### src/sv/assert_macros.svh
// ----------------------------------------------------------------------------
// Assertion macros
// Shared concurrent-assertion helpers for the saliency block.
// ----------------------------------------------------------------------------
`ifndef ASSERT_MACROS_SVH
`define ASSERT_MACROS_SVH
`ifndef ASSERT_OFF
// same-cycle implication
`define ASSERT_IMPLIES(lbl, clk_s, rstn_s, ante, cons) \
  lbl: assert property (@(posedge clk_s) disable iff (!rstn_s) (ante) |-> (cons)) \
    else $error("same-cycle check failed");
// next-cycle implication
`define ASSERT_NEXT(lbl, clk_s, rstn_s, ante, cons) \
  lbl: assert property (@(posedge clk_s) disable iff (!rstn_s) (ante) |=> (cons)) \
    else $error("next-cycle check failed");
`else
`define ASSERT_IMPLIES(lbl, clk_s, rstn_s, ante, cons)
`define ASSERT_NEXT(lbl, clk_s, rstn_s, ante, cons)
`endif
`endif

### src/sv/psk_pkg.sv
// ----------------------------------------------------------------------------
// psk_pkg
// Types, codes and fixed widths shared by the saliency controller and datapath.
// ----------------------------------------------------------------------------
package psk_pkg;

  // fixed field widths
  localparam int COORD_W   = 6;
  localparam int DIM_W     = 7;
  localparam int CH_W      = 8;
  localparam int PIX_W     = 24;
  localparam int DQ_W      = 16;
  localparam int OUT_W     = 16;

  // arithmetic widths
  localparam int SQD_W     = 14;  // square of a dimension or distance
  localparam int SQ_W      = 18;  // sum of squared channel differences
  localparam int D2_W      = 28;  // rows^2 * cols^2
  localparam int NUM_W     = 29;  // spatial numerator
  localparam int FRAC_BITS = 28;
  localparam int CQ_W      = 15;
  localparam int DEN_W     = 25;
  localparam int MQ_W      = 15;
  localparam int T_W       = 35;  // series term
  localparam int PROD_W    = 50;
  localparam int ACC_W     = 37;
  localparam int Q14       = 14;
  localparam int DIV_DDW   = 57;  // divider dividend / quotient
  localparam int DIV_DVW   = 28;  // divider divisor
  localparam int SQ_IW     = 46;  // root radicand
  localparam int ROOT_W    = SQ_IW / 2;
  localparam int EXP_TERMS = 24;
  localparam int N_W       = 5;

  // divide the color root by 255: ceil(2^31 / 255), exact for roots below 2^24
  localparam int RECIP_W   = 24;
  localparam int CQ_RECIP  = 8421505;
  localparam int CQ_SHIFT  = 31;
  localparam int CQP_W     = ROOT_W + RECIP_W;

  localparam int ONE_Q14   = 16384;

  // action codes
  localparam logic ACT_LOAD  = 1'b0;
  localparam logic ACT_QUERY = 1'b1;

  // register indexes
  localparam logic CFG_ROWS = 1'b0;
  localparam logic CFG_COLS = 1'b1;

  typedef enum logic [4:0] {
    ST_IDLE, ST_ZERO, ST_QRD, ST_QLD, ST_PRD, ST_PLD, ST_NUM, ST_CSQ,
    ST_XDIV, ST_XSQ, ST_DEN, ST_DDIV, ST_SUM, ST_MDIV, ST_EMUL,
    ST_ESTART, ST_EDIV, ST_OUT
  } state_t;

  typedef enum logic [2:0] {
    DS_SPACE, DS_DIST, DS_MEAN, DS_EXP
  } div_sel_t;

  typedef enum logic {
    SS_COLOR, SS_SPACE
  } sq_sel_t;

  typedef struct packed {
    logic     load_wr;
    logic     q_latch;
    logic     rd_query;
    logic     ld_qpix;
    logic     rd_pix;
    logic     ld_prod;
    logic     ld_num;
    logic     sqrt_start;
    sq_sel_t  sqrt_sel;
    logic     div_start;
    div_sel_t div_sel;
    logic     ld_cq;
    logic     ld_den;
    logic     insert;
    logic     sum_step;
    logic     ld_mq;
    logic     ld_eprod;
    logic     ld_term;
    logic     out_strobe;
    logic     out_zero;
  } cmd_t;

  typedef struct packed {
    logic q_in_store;
    logic div_done;
    logic sqrt_done;
    logic last_pix;
    logic sum_done;
    logic last_term;
  } sts_t;

endpackage

### src/sv/psk_ctrl.sv
// ----------------------------------------------------------------------------
// psk_ctrl
// Sequencer for loads, the per-pixel distance walk, the mean and the series.
// ----------------------------------------------------------------------------
`include "assert_macros.svh"

module psk_ctrl (
  input  logic           clk,
  input  logic           rst_n,
  input  logic           start,
  input  logic           action,
  input  psk_pkg::sts_t  sts,
  output psk_pkg::cmd_t  cmd,
  output logic           busy
);
  import psk_pkg::*;

  state_t state_r, state_nxt;

  // hold state
  always_ff @(posedge clk) begin
    if (!rst_n) begin
      state_r <= ST_IDLE;
    end else begin
      state_r <= state_nxt;
    end
  end

  // next state and commands
  always_comb begin
    state_nxt = state_r;
    cmd       = '0;
    case (state_r)
      ST_IDLE: begin
        if (start) begin
          if (action == ACT_LOAD) begin
            cmd.load_wr = 1'b1;
          end else begin
            cmd.q_latch = 1'b1;
            state_nxt   = sts.q_in_store ? ST_QRD : ST_ZERO;
          end
        end
      end
      ST_ZERO: begin
        cmd.out_strobe = 1'b1;
        cmd.out_zero   = 1'b1;
        state_nxt      = ST_IDLE;
      end
      ST_QRD: begin
        cmd.rd_query = 1'b1;
        state_nxt    = ST_QLD;
      end
      ST_QLD: begin
        cmd.ld_qpix = 1'b1;
        state_nxt   = ST_PRD;
      end
      ST_PRD: begin
        cmd.rd_pix = 1'b1;
        state_nxt  = ST_PLD;
      end
      ST_PLD: begin
        cmd.ld_prod = 1'b1;
        state_nxt   = ST_NUM;
      end
      ST_NUM: begin
        cmd.ld_num     = 1'b1;
        cmd.sqrt_start = 1'b1;
        cmd.sqrt_sel   = SS_COLOR;
        state_nxt      = ST_CSQ;
      end
      ST_CSQ: begin
        if (sts.sqrt_done) begin
          cmd.ld_cq     = 1'b1;
          cmd.div_start = 1'b1;
          cmd.div_sel   = DS_SPACE;
          state_nxt     = ST_XDIV;
        end
      end
      ST_XDIV: begin
        cmd.sqrt_sel = SS_SPACE;
        if (sts.div_done) begin
          cmd.sqrt_start = 1'b1;
          state_nxt      = ST_XSQ;
        end
      end
      ST_XSQ: begin
        if (sts.sqrt_done) begin
          cmd.ld_den = 1'b1;
          state_nxt  = ST_DEN;
        end
      end
      ST_DEN: begin
        cmd.div_start = 1'b1;
        cmd.div_sel   = DS_DIST;
        state_nxt     = ST_DDIV;
      end
      ST_DDIV: begin
        if (sts.div_done) begin
          cmd.insert = 1'b1;
          state_nxt  = sts.last_pix ? ST_SUM : ST_PRD;
        end
      end
      ST_SUM: begin
        if (!sts.sum_done) begin
          cmd.sum_step = 1'b1;
        end else begin
          cmd.div_start = 1'b1;
          cmd.div_sel   = DS_MEAN;
          state_nxt     = ST_MDIV;
        end
      end
      ST_MDIV: begin
        if (sts.div_done) begin
          cmd.ld_mq = 1'b1;
          state_nxt = ST_EMUL;
        end
      end
      ST_EMUL: begin
        cmd.ld_eprod = 1'b1;
        state_nxt    = ST_ESTART;
      end
      ST_ESTART: begin
        cmd.div_start = 1'b1;
        cmd.div_sel   = DS_EXP;
        state_nxt     = ST_EDIV;
      end
      ST_EDIV: begin
        if (sts.div_done) begin
          cmd.ld_term = 1'b1;
          state_nxt   = sts.last_term ? ST_OUT : ST_EMUL;
        end
      end
      ST_OUT: begin
        cmd.out_strobe = 1'b1;
        state_nxt      = ST_IDLE;
      end
      default: begin
        state_nxt = ST_IDLE;
      end
    endcase
  end

  assign busy = (state_r != ST_IDLE);

  `ASSERT_IMPLIES(a_load_idle, clk, rst_n, cmd.load_wr, state_r == ST_IDLE)
  `ASSERT_IMPLIES(a_one_unit, clk, rst_n, cmd.div_start, !cmd.sqrt_start)
  `ASSERT_NEXT(a_query_go, clk, rst_n, cmd.q_latch, state_r == ST_QRD || state_r == ST_ZERO)
  `ASSERT_NEXT(a_out_idle, clk, rst_n, cmd.out_strobe, state_r == ST_IDLE)

endmodule

### config.mk
export PLATFORM = sky130hd
export DESIGN_NAME = psk_ctrl
export DESIGN_NICKNAME = d
export VERILOG_FILES = /design/src/sv/psk_pkg.sv /design/src/sv/psk_ctrl.sv
export VERILOG_INCLUDE_DIRS = /design/src /design/src/sv
export SDC_FILE = /design/constraint.sdc
export NUM_CORES = 1
export LEC_CHECK = 0
export BUFFER_PORTS_ARGS = -buffer_cell sky130_fd_sc_hd__clkbuf_2
export CORE_UTILIZATION = 50
export CTS_CLUSTER_SIZE = 20
export DETAILED_ROUTE_END_ITERATION = 7
export PLACE_DENSITY = 0.85
export SETUP_SLACK_MARGIN = 0.15
export SLEW_MARGIN = 40
export SYNTH_ARGS = -nofsm -noshare
export SYNTH_HDL_FRONTEND = slang
export SYNTH_SLANG_ARGS = --single-unit
export TNS_END_PERCENT = 1
### constraint.sdc
create_clock -name clk -period 3 [get_ports clk]
set_clock_uncertainty 0.05 [all_clocks]
set_input_delay 0.6 -clock clk [delete_from_list [all_inputs] [get_ports clk]]
set_output_delay 0.6 -clock clk [all_outputs]
set_load 0.005 [all_outputs]
==> flow_summary.yaml <==
drt:
  avgRoutedWirePerCell_um: 13.2
  routed_wirelength_mm: 1.92
  dr.pass1.iters: 4
  remaining_drc_errors: 0
  dr_total_vias: 852
  ant_nets: 0
  drt-vias-per-instance: 5.88
  drtIter0Drc: 30
placement:
  dpl.cell_count: 141
  place.gp.congestion: 0.812
  port_buffers: 31
  dpl.hpwl_mm: 1.41
synth:
  syn_nets: 117
  postSynthAreaPerCell_um2: 7.36
  yosys-top-cells-area: "dfxtp_1 (13%), nor3_1 (7.0%), nor2_1 (4.8%), and4_1 (4.5%), nand2_1 (4.3%)"
  synthArstFlopShare_pct: 0
  synth-xor-area-share_pct: 2.23
  dominantRegCellSynth: "dfxtp_1"
  ys_ff_latch: 5
  synth_top_family_by_area: "simple AND/OR/NAND/NOR gates"
  yosys.area.top_type: "dfxtp_1"
  yosys_warnings: 0
  synthCells: 107
  ys_types: 44
  synth-simple-area-share_pct: 49.0
  synth-edff-count: 0
  synth-seq-area-share_pct: 12.7
  synth_compound_area_share_pct: 21.3
  syn_area_um2: 787
  yosys.area_share.adder_pct: 0
  synthMuxAreaShare_pct: 3.82
  synth_top_area_share_pct: 12.7
cts:
  clk_pin_slew_ns: 0.05
  clock-sinks: 5
  htreeDepth: 1
  cts-root-buf: "clkbuf_4"
  clk_latency_ns: 0.24
  cts_hold_buf: 0
  clk_path_buf_depth: 2
  cts_resized: 0
  cts_tree: "built"
  post_cts.repair.setup_buffers: 0
  numCtsBuffers: 3
timing:
  slew_headroom_pct: 58.2
  fin_crit_sh_pct: 81.8
  worst_pin_slew_ns: 0.626
  fmax_ghz: 0.408
  setup_viol: 0
  rsz0062_at_grt: "no"
  final.setup.tns_ns: 0
  drv_slew: 0
  min_period_ns: 2.45
  timing.hold.ws_ns: 0.665
  hold_viol_final: 0
global_route:
  grt_max_degree: 22
  grt_pass1_vias: 662
  globalRouteMet3Util_pct: 3.04
  antenna_found_initial: 0
  grt_usage_pct: 21.0
  grt_pass1_wl_mm: 2.99
  gr-total-overflow: 0
  use_met2_pct: 33.1
  gr-usage-met1_pct: 30.0
  globalRoute.busiestLayer: "met2"
floorplanning:
  initial_core_util_pct: 56.9
  ioPinCount: 33
  core_area_um2: 1380
  floorplan.rows: 13
  die_y_um: 41.7
  die_x_um: 41.7
  die_area_um2: 1740
job:
  maxCapViolations: 0
worst_setup_path:
  timing.rr.start: "state_r[4]"
  crit_type: "reg2out"
  end_kind: "primary output"
  arrival_ns: 1.80
  crit_start: "state_r[2]"
  required_ns: 2.35
  cp_max_fo: 20
  critPathLaunchType: "flop"
run_status:
  status: "complete, no violations"
power:
  leakagePower_nw: 0.432
  p_per_area_nw_per_um2: 492
  vdd_drop_max_mv: 0.183
final_layout:
  reg.largest.list: "state_r: 5 flops"
  largest-register: "state_r"
  layout.nets: 141
  final_cells: 145
  largest_reg_flops: 5
  antennaDiodeCount: 0
  drive_above_1_share_pct: 33.1
  area_growth_pct: 15.4
  nFillCells: 112
hold_path:
  min-delay-start: "rst_n"
  hold_path_class: "in2reg"
-- kinds of logic after synthesis --
family / Yosys count
xor gates and xnor gates: 2
DFF: 5
AOI/OAI and AO/OA: 19
other: 1
and+or+nand+nor: 64
buffers and inverters: 13
muxes: 3
-- worst max-delay path: stages, from the launching register on --
cell,delay (ns)
dfxtp_1,0.69
a21bo_2,0.31
a21oi_1,0.12
nor3_1,0.06
or2_2,0.27
clkbuf_2,0.11
-- layer usage --
metal	share of wire, %	routed length, um
met2	46	880
met1	49	942
met3	4.3	83
met5	0	0
met4	0.52	10
-- worst paths after layout --
path	to	slack (ns)	cells after the start
worst max-delay path	cmd[12]	0.55	5
worst min-delay path	state_r[2]	0.66	3
worst max register to register	state_r[3]	1.15	4
worst min register to register	state_r[1]	0.68	2
-- cells in the final DEF (no fill, tap or decap), types with 3 or more instances in the layout --
cell type,instances
and3b_1,3
mux2i_1,3
nor2b_1,4
nor3b_1,4
dfxtp_1,5
nand2b_1,4
nand3b_1,4
nor3_1,11
nand2_1,9
nor2_1,10
and4_1,4
a21oi_1,3
clkbuf_4,3
clkbuf_2,31
-- cells in the mapped netlist, types with 2 or more instances --
cell type   n
nand2_1     9
nor3b_1     4
dfxtp_1     5
mux2i_1     3
nor2b_1     4
buf_2       5
buf_4       3
nor3_1     11
nand3b_1    4
nor2_1     10
and4_1      4
o21ai_0     2
and3b_1     3
o22ai_1     2
and3_1      2
nor4b_1     2
nand2b_1    4
a21oi_1     3
buf_6       2
-- final cells by class --
type | instances | area, um2 | share of cell area, %
timing repair buffer | 31 | 155 | 17.1
clock buffer | 4 | 26.3 | 2.89
sequential | 5 | 100 | 11.0
inverter | 1 | 3.75 | 0.413
multi-input combinational | 89 | 604 | 66.5
tap | 15 | 18.8 | 2.07
-- power breakdown --
group          total (mW)  internal [mW]  switching (mW)
registers           0.129         0.0776          0.0513
clock network      0.0791         0.0504          0.0287
logic               0.239          0.110           0.129
-- stage by stage --
| stage | power [mW] | setup WS [ns] | cell area, um2 | util (%) |
|---|---|---|---|---|
| 2_1_floorplan | 0.318 | 1.12 | 787 | - |
| 3_3_place_gp | 0.362 | 0.876 | 882 | 63.8 |
| 3_5_place_dp | 0.366 | 0.829 | 882 | 63.8 |
| 4_1_cts | 0.445 | 0.562 | 908 | 65.7 |
| 5_1_grt | 0.484 | 0.442 | 908 | 65.7 |
| 6_report | 0.447 | 0.546 | 908 | 65.7 |
Power figures use the tool's default switching activity.
